## src/rtl/core/dnt_pkg.sv

```systemverilog
package dnt_pkg;

  localparam int TABLE_SIZE_DEF = 4;
  localparam logic [7:0] DEFAULT_DEVICE_RESET = 8'd8;

  typedef enum logic [2:0] {
    FN_ADD     = 3'd0,
    FN_REMOVE  = 3'd1,
    FN_LOOKUP  = 3'd2,
    FN_CLEAR   = 3'd3,
    FN_RESTORE = 3'd4
  } func_t;

  typedef enum logic [2:0] {
    ST_IDLE = 3'b001,
    ST_SCAN = 3'b010,
    ST_DONE = 3'b100
  } state_t;

  typedef struct packed {
    logic       failed;
    logic       found;
    logic [6:0] index;
  } result_t;

endpackage

```

## src/rtl/core/dnt_if.sv

```systemverilog
interface dnt_cmd_if;
  logic       valid;
  logic       ready;
  logic [2:0] func;
  logic [7:0] device;

  modport source (output valid, output func, output device, input ready);
  modport sink   (input valid, input func, input device, output ready);
endinterface

interface dnt_rsp_if;
  logic       valid;
  logic       ready;
  logic       failed;
  logic       found;
  logic [6:0] index;

  modport source (output valid, output failed, output found, output index, input ready);
  modport sink   (input valid, input failed, input found, input index, output ready);
endinterface

```

## src/rtl/core/dnt_ctrl.sv

```systemverilog
module dnt_ctrl #(
  parameter int TABLE_SIZE = dnt_pkg::TABLE_SIZE_DEF
) (
  input  logic             clk,
  input  logic             rst,
  input  logic             cmd_valid,
  input  logic [2:0]       cmd_func,
  input  logic [7:0]       cmd_device,
  output logic             cmd_ready,
  input  logic [7:0]       default_device,
  output logic             res_valid,
  input  logic             res_take,
  output dnt_pkg::result_t res
);

  localparam int IDX_W = (TABLE_SIZE > 1) ? $clog2(TABLE_SIZE) : 1;
  localparam logic [IDX_W-1:0] LAST_IDX = IDX_W'(TABLE_SIZE - 1);

  dnt_pkg::state_t  state;
  dnt_pkg::func_t   func_q;
  dnt_pkg::func_t   func_in;
  logic [7:0]       key;
  logic [7:0]       wval;
  logic [IDX_W-1:0] idx;
  logic [7:0]       slots [TABLE_SIZE];
  logic             hit;
  logic             load;

  assign func_in   = dnt_pkg::func_t'(cmd_func);
  assign cmd_ready = (state == dnt_pkg::ST_IDLE);
  assign res_valid = (state == dnt_pkg::ST_DONE);
  assign load      = cmd_valid && cmd_ready;
  assign hit       = (slots[idx] == key);

  // shared compare unit walks one slot per cycle
  always_ff @(posedge clk) begin
    if (rst) begin
      state <= dnt_pkg::ST_IDLE;
    end else begin
      unique case (state)
        dnt_pkg::ST_IDLE: begin
          if (load) begin
            if ((func_in == dnt_pkg::FN_ADD) || (func_in == dnt_pkg::FN_REMOVE) ||
                (func_in == dnt_pkg::FN_RESTORE) ||
                ((func_in == dnt_pkg::FN_LOOKUP) && !cmd_device[7])) begin
              state <= dnt_pkg::ST_SCAN;
            end else begin
              state <= dnt_pkg::ST_DONE;
            end
          end
        end
        dnt_pkg::ST_SCAN: begin
          if (hit || (idx == LAST_IDX)) begin
            state <= dnt_pkg::ST_DONE;
          end
        end
        dnt_pkg::ST_DONE: begin
          if (res_take) begin
            state <= dnt_pkg::ST_IDLE;
          end
        end
        default: state <= dnt_pkg::ST_IDLE;
      endcase
    end
  end

  always_ff @(posedge clk) begin
    if (state == dnt_pkg::ST_IDLE) begin
      if (load) begin
        func_q <= func_in;
        idx    <= '0;
        case (func_in)
          dnt_pkg::FN_ADD: begin
            key  <= 8'd0;
            wval <= cmd_device;
            res  <= '0;
          end
          dnt_pkg::FN_RESTORE: begin
            key  <= 8'd0;
            wval <= default_device;
            res  <= '0;
          end
          dnt_pkg::FN_REMOVE: begin
            key  <= cmd_device;
            wval <= 8'd0;
            res  <= '0;
          end
          dnt_pkg::FN_LOOKUP: begin
            key  <= cmd_device;
            wval <= 8'd0;
            if (cmd_device[7]) begin
              res <= '{failed: 1'b0, found: 1'b1, index: 7'(8'hFF - cmd_device)};
            end else begin
              res <= '0;
            end
          end
          default: begin
            key  <= 8'd0;
            wval <= 8'd0;
            res  <= '0;
          end
        endcase
      end
    end else if (state == dnt_pkg::ST_SCAN) begin
      if (hit) begin
        if (func_q == dnt_pkg::FN_LOOKUP) begin
          res.found <= 1'b1;
          res.index <= 7'(idx);
        end
      end else if (idx == LAST_IDX) begin
        res.failed <= (func_q != dnt_pkg::FN_LOOKUP);
      end else begin
        idx <= idx + 1'b1;
      end
    end
  end

  always_ff @(posedge clk) begin
    if (rst) begin
      for (int i = 0; i < TABLE_SIZE; i++) begin
        slots[i] <= 8'd0;
      end
    end else if (load && (func_in == dnt_pkg::FN_CLEAR)) begin
      for (int i = 0; i < TABLE_SIZE; i++) begin
        slots[i] <= 8'd0;
      end
    end else if ((state == dnt_pkg::ST_SCAN) && hit && (func_q != dnt_pkg::FN_LOOKUP)) begin
      slots[idx] <= wval;
    end
  end

endmodule

```

## src/rtl/core/device_number_table.sv

```systemverilog
// Device number table.
// Holds TABLE_SIZE slots of 8-bit device numbers; 0 marks a free slot.
// cmd channel (valid/ready): func and device. func selects add, remove,
// lookup, clear or restore of the default number. rsp channel (valid/ready):
// failed, found and index, exactly one transfer for every cmd transfer, in order.
// cfg_we/cfg_wdata write the default device number used by restore; write
// only while no command is in flight.
// Clear, unused codes and negative-code lookups go from idle straight to
// the done state. Add, remove, restore and table lookups walk the slots
// through one shared comparator, one slot per cycle, visiting 1 to
// TABLE_SIZE slots. One command at a time: cmd.ready is high only while
// the sequencer is idle.
// The rsp register frees the sequencer: a new command may be taken while
// the previous result still waits. If the receiver stalls longer, the next
// result holds in the sequencer and cmd.ready stays low.
// Reset (rst, synchronous) frees every slot, sets the default number to 8
// and empties the rsp register.
module device_number_table #(
  parameter int TABLE_SIZE = dnt_pkg::TABLE_SIZE_DEF
) (
  input  logic      clk,
  input  logic      rst,
  dnt_cmd_if.sink   cmd,
  dnt_rsp_if.source rsp,
  input  logic      cfg_we,
  input  logic [7:0] cfg_wdata
);

  logic [7:0]       default_device;
  logic             res_valid;
  logic             res_take;
  dnt_pkg::result_t res;
  logic             rsp_valid;
  dnt_pkg::result_t rsp_data;

  always_ff @(posedge clk) begin
    if (rst) begin
      default_device <= dnt_pkg::DEFAULT_DEVICE_RESET;
    end else if (cfg_we) begin
      default_device <= cfg_wdata;
    end
  end

  dnt_ctrl #(
    .TABLE_SIZE(TABLE_SIZE)
  ) u_ctrl (
    .clk            (clk),
    .rst            (rst),
    .cmd_valid      (cmd.valid),
    .cmd_func       (cmd.func),
    .cmd_device     (cmd.device),
    .cmd_ready      (cmd.ready),
    .default_device (default_device),
    .res_valid      (res_valid),
    .res_take       (res_take),
    .res            (res)
  );

  assign res_take = !rsp_valid || rsp.ready;

  always_ff @(posedge clk) begin
    if (rst) begin
      rsp_valid <= 1'b0;
    end else if (res_take) begin
      rsp_valid <= res_valid;
    end
  end

  always_ff @(posedge clk) begin
    if (res_take && res_valid) begin
      rsp_data <= res;
    end
  end

  assign rsp.valid  = rsp_valid;
  assign rsp.failed = rsp_data.failed;
  assign rsp.found  = rsp_data.found;
  assign rsp.index  = rsp_data.index;

endmodule

```

## src/flat_wrapper.sv

```systemverilog
// flat-port wrapper written by rule: the top's interface ports become plain ports
module device_number_table_flat 
#(
  parameter int TABLE_SIZE = dnt_pkg::TABLE_SIZE_DEF
)
  (clk, rst, cfg_we, cfg_wdata, cmd_valid, cmd_func, cmd_device, cmd_ready, rsp_valid, rsp_failed, rsp_found, rsp_index, rsp_ready);
  dnt_cmd_if cmd_i ();
  dnt_rsp_if rsp_i ();
  input  logic clk;
  input  logic rst;
  input  logic cfg_we;
  input  logic [7:0] cfg_wdata;
  input wire logic [$bits(cmd_i.valid)-1:0] cmd_valid;
  input wire logic [$bits(cmd_i.func)-1:0] cmd_func;
  input wire logic [$bits(cmd_i.device)-1:0] cmd_device;
  output wire logic [$bits(cmd_i.ready)-1:0] cmd_ready;
  output wire logic [$bits(rsp_i.valid)-1:0] rsp_valid;
  output wire logic [$bits(rsp_i.failed)-1:0] rsp_failed;
  output wire logic [$bits(rsp_i.found)-1:0] rsp_found;
  output wire logic [$bits(rsp_i.index)-1:0] rsp_index;
  input wire logic [$bits(rsp_i.ready)-1:0] rsp_ready;
  assign cmd_i.valid = cmd_valid;
  assign cmd_i.func = cmd_func;
  assign cmd_i.device = cmd_device;
  assign cmd_ready = cmd_i.ready;
  assign rsp_valid = rsp_i.valid;
  assign rsp_failed = rsp_i.failed;
  assign rsp_found = rsp_i.found;
  assign rsp_index = rsp_i.index;
  assign rsp_i.ready = rsp_ready;
  device_number_table #(.TABLE_SIZE(TABLE_SIZE)) u_core (.clk(clk), .rst(rst), .cmd(cmd_i), .rsp(rsp_i), .cfg_we(cfg_we), .cfg_wdata(cfg_wdata));
endmodule
```

## config.mk

```make
export PLATFORM = sky130hd
export DESIGN_NAME = device_number_table_flat
export DESIGN_NICKNAME = d
export VERILOG_FILES = /design/src/rtl/core/dnt_pkg.sv /design/src/rtl/core/dnt_if.sv /design/src/rtl/core/dnt_ctrl.sv /design/src/rtl/core/device_number_table.sv /design/src/flat_wrapper.sv
export SDC_FILE = /design/constraint.sdc
export NUM_CORES = 1
export LEC_CHECK = 0
export BUFFER_PORTS_ARGS = -buffer_cell sky130_fd_sc_hd__buf_4
export CORE_MARGIN = 2
export CORE_UTILIZATION = 45
export CTS_CLUSTER_DIAMETER = 150
export CTS_CLUSTER_SIZE = 14
export DETAILED_ROUTE_END_ITERATION = 10
export GPL_TIMING_DRIVEN = 0
export SLEW_MARGIN = 15
export SYNTH_ARGS = -nofsm -noshare
export SYNTH_HDL_FRONTEND = slang
export SYNTH_SLANG_ARGS = --single-unit
```

## constraint.sdc

```tcl
create_clock -name clk -period 7.7 [get_ports clk]
set_input_delay 0 -clock clk [delete_from_list [all_inputs] [get_ports clk]]
set_output_delay 0 -clock clk [all_outputs]
set_load 0.03 [all_outputs]
```

==> tab_implementation.tex <==
\begin{tabular}{lr}
\hline
Metric & Value \\
\hline
\multicolumn{2}{l}{\textbf{Timing}} \\
Setup repair after global routing missed its margin & no \\
Fmax & 322 MHz \\
Actual transition at the worst max-transition pin & around 760 ps \\
Fraction of the cycle the final worst path needs & 40.3\% \\
Worst-case hold slack & around 94 ps \\
Total count of max-transition violations in the final report & 0 \\
Setup violators final & 0 \\
Worst rel slew slack & 49.1\% \\
Total Neg Setup Slack & 0 ps \\
Fin crit period & roughly 3100 ps \\
Final Hold Vio Count & 0 \\
Final worst clock skew & 6.53 ps \\
\multicolumn{2}{l}{\textbf{Synthesis}} \\
Number of distinct library cells after synthesis & 39 \\
Library cell with the highest instance count after synthesis & edfxtp\_1 \\
Post-synthesis sequential element count & 85 \\
Area of the mapped netlist & 0.00371 mm\^{}2 \\
Net count of the mapped netlist & 292 \\
EDFF count, synth & 71 \\
Mean post-synth cell area & 14.1 um\^{}2 \\
Top cell types by occurrence after synthesis & 71 x edfxtp\_1, 41 x and2\_1, 31 x nor2\_1 \\
Register area share after synthesis & 64.9\% \\
Cell taking the most area after synthesis & edfxtp\_1 \\
Most area-consuming cells after synthesis & edfxtp\_1 57\%, dfxtp\_1 7.5\%, and2\_1 6.9\%, mux2i\_1 5.9\%, nor2\_1 3.1\% \\
Number of warnings issued by yosys & 0 \\
Area share of the largest cell type after synthesis & 57.4\% \\
Main synth FF type & edfxtp\_1 \\
Gate count of the mapped netlist & 264 \\
Share of flip-flops with an asynchronous set or reset & 0\% \\
\multicolumn{2}{l}{\textbf{Worst setup path}} \\
Critical path class & reg -> reg \\
Family with the most delay on the worst path & simple AND/OR/NAND/NOR gates \\
Biggest fanout along the worst timing path & 21 \\
Slowest cell on crit path & inv\_1 \\
Required time worst endpoint & $\sim$7700 ps \\
Cells on worst reg2reg path & 6 \\
Crit start category & flip-flop \\
CP Depth & 6 \\
Worst path arrival time & between 3000 and 4000 ps \\
Crit-path max cell delay & $\sim$630 ps \\
Cell mode on critical path & nand2b\_1 \\
Crit-path cells & nand2b\_1 > nor2\_1 > nand2\_1 > inv\_1 > a31oi\_1 > nand2b\_1 \\
Worst Path Buf+Inv & 1 \\
CP Capture Type & flip-flop \\
\multicolumn{2}{l}{\textbf{Clocking}} \\
Number of buffers created by CTS & 9 \\
Number of buffers inserted by post-CTS setup repair & 0 \\
Worst-Skew Late Latency & 350 ps \\
CTS clock-pin slew for the worst setup and hold paths & about 80 ps \\
Clk sinks & 85 \\
TritonCTS clock tree & built \\
Maximum buffer depth of the clock tree & 2 \\
Number of instances resized during post-cts repair & 0 \\
H-tree levels & 3 \\
Clk Tree Root Cell & clkbuf\_8 \\
\multicolumn{2}{l}{\textbf{Cells and area}} \\
Number of fill cells & between 600 and 700 \\
Synth-to-layout area growth & 22.6\% \\
Footprint of the multi-input gates & 0.00120 mm\^{}2 \\
\# diodes & 0 \\
Sequential cell area & 0.00241 mm\^{}2 \\
Final layout net count & approximately 360 \\
Share of post-route cells with drive strength above 1 & roughly 18\% \\
Final standard cell utilization of the core & 56.3\% \\
\multicolumn{2}{l}{\textbf{GRT}} \\
Global-route congestion overflow total & 0 \\
Met3 demand-to-capacity share in global routing & 2.15\% \\
Global-route layer with the greatest usage & met2 \\
Wire length of the first global-routing pass & approximately 11 mm \\
Initial antenna violation count & 0 \\
Via count of the first global-routing pass & 2119 \\
Met2 Resource Use GR & 28.4\% \\
GR Util All Layers & between 10\% and 20\% \\
Largest net degree at the start of global routing & 22 \\
GR Util met1 & 23.0\% \\
\multicolumn{2}{l}{\textbf{Floorplan}} \\
Area of the placeable core & 0.00809 mm\^{}2 \\
Initial core utilization & 45.9\% \\
Number of placed I/O pins & 35 \\
Total Die Area & 0.00900 mm\^{}2 \\
Overall die width & between 90 and 100 um \\
Overall die height & 94.9 um \\
Number of rows created at floorplan & 33 \\
\multicolumn{2}{l}{\textbf{Pwr}} \\
Static Leakage & approximately 1.8 nW \\
Switching power & $\sim$0.27 mW \\
Final total power & 1.11 mW \\
Maximum ir drop on the vdd rail & 0.000135 V \\
Power share of the combinational group & 15.0\% \\
Switching part of the total & 24.3\% \\
Total power density per cell area & roughly 240 mW/mm\^{}2 \\
Proportion of power drawn by flip-flops and latches & 51.4\% \\
Int Pwr & 0.841 mW \\
Clock share of power & 33.6\% \\
\multicolumn{2}{l}{\textbf{Worst hold path}} \\
Worst Hold Path Cells & 4 \\
Hold Crit Class & in -> reg \\
\multicolumn{2}{l}{\textbf{Outcome}} \\
Status & complete, no violations \\
\multicolumn{2}{l}{\textbf{Routing}} \\
Count of vias placed by the detailed router & 2189 \\
Detailed-route wire length per cell & 16.0 um \\
Overall routed net length & between 7 and 8 mm \\
Number of design rule violations left after detail routing & 0 \\
Post-DR vias/cell & just under 5 \\
Number of nets still failing antenna checks after routing & 0 \\
First-pass iteration count of the detailed router & 4 \\
DRT iter0 DRCs & around 150 \\
\multicolumn{2}{l}{\textbf{Placement}} \\
Buffers added on ports & 33 \\
HPWL Detailed & 4.86 mm \\
Routability congestion estimate from global placement & 0.827 \\
\multicolumn{2}{l}{\textbf{Job}} \\
Max capacitance violation total & 0 \\
\hline
\end{tabular}
area by class of cell:
cell class / count / area share [%]
Multi-Input combinational cell: 162 / 26.5
Sequential cell: 85 / 53.0
Timing Repair Buffer: 55 / 10.3
Inverter: 4 / 0.330
Tap cell: 105 / 2.89
Clock inverter: 6 / 2.45
Buffer: 13 / 1.81
Clock buffer: 10 / 2.80
worst paths after layout:
path,from,to,slack (ps)
max,u_core.u_ctrl.state[2]$_SDFFE_PP0P_,u_core.u_ctrl.slots[1][4]$_SDFFCE_PN0P_,4600
min,cmd_valid,flip-flop,90
max reg2reg,u_core.u_ctrl.state[2]$_SDFFE_PP0P_,u_core.u_ctrl.slots[1][4]$_SDFFCE_PN0P_,4600
min reg2reg,u_core.u_ctrl.res[2]$_SDFFCE_PN0P_,u_core.rsp.index[2]$_DFFE_PP_,420
through the flow:
| step | cell area [um^2] | std cells | setup WS [ps] |
|---|---|---|---|
| 3_5_place_dp | 4090 | 402 | 4600 |
| 6_report | 4550 | 440 | 4600 |
| 2_1_floorplan | 3710 | 264 | 4960 |
| 4_1_cts | 4550 | 440 | 4590 |
| 5_1_grt | 4550 | 440 | 4240 |
| 3_3_place_gp | 4090 | 402 | 4640 |
worst min-delay path, delay by kind of cell:
family	cells	cell delay (ps)
simple gates	2	250
buf+inv	1	80
mux	1	70
layout by cell type, fill, tap and decap left out, types with 4 or more instances in the layout:
master / count
clkbuf_1: 6
dfxtp_1: 14
and4_1: 4
xnor2_1: 7
mux2i_1: 22
buf_4: 38
inv_1: 4
nor2_1: 31
edfxtp_1: 71
o22ai_1: 4
nand2_1: 9
nand2b_1: 6
and2_1: 41
ha_1: 4
xor2_1: 4
clkbuf_8: 9
dlygate4sd3_1: 22
power groups by stage:
stage | Clock, mW | Sequential [mW] | Combinational (mW)
after global placement | 0 | 0.580 | 0.159
after detailed placement | 0 | 0.582 | 0.160
after global routing | 0.398 | 0.576 | 0.185
after floorplan | 0 | 0.576 | 0.114
after CTS | 0.378 | 0.571 | 0.169
final | 0.373 | 0.571 | 0.166
flip-flops by register name, indices dropped and copies added (netlist names), named ones only:
signal / cells
u_core.u_ctrl.slots: 32
u_core.default_device: 8
u_core.u_ctrl.state: 3
u_core.rsp.found: 1
u_core.u_ctrl.res: 9
u_core.u_ctrl.key: 8
u_core.u_ctrl.idx: 2
u_core.rsp.index: 7
u_core.rsp.valid: 1
u_core.u_ctrl.func_q: 3
u_core.rsp.failed: 1
u_core.u_ctrl.wval: 8
cell families (layout without fill, tap and decap cells):
family	after synthesis	after routing	share of synthesized area, %
muxes	29	29	10.2
buffers and inverters	17	88	2.63
adders and majority gates	4	4	1.35
AOI/OAI and AO/OA	13	13	2.86
DFF	85	85	64.9
xor gates and xnor gates	11	11	2.59
and+or+nand+nor	105	105	15.5
what timing repair did:
| item | in CTS | in global routing |
|---|---|---|
| endpoints found under the setup margin | 0 | 0 |
| endpoints found under the hold margin | 29 | 0 |
| hold buffers | 22 | 0 |
layer usage:
layer / vias up / wire length, um / part of all wire [%]
met5: - / 0 / 0
met4: 0 / 127 / 1.8
met3: 11 / 170 / 2.4
met2: 40 / 3460 / 49
met1: 1065 / 3300 / 47
li1: 1073 / - / -
Power figures use the tool's default switching activity.
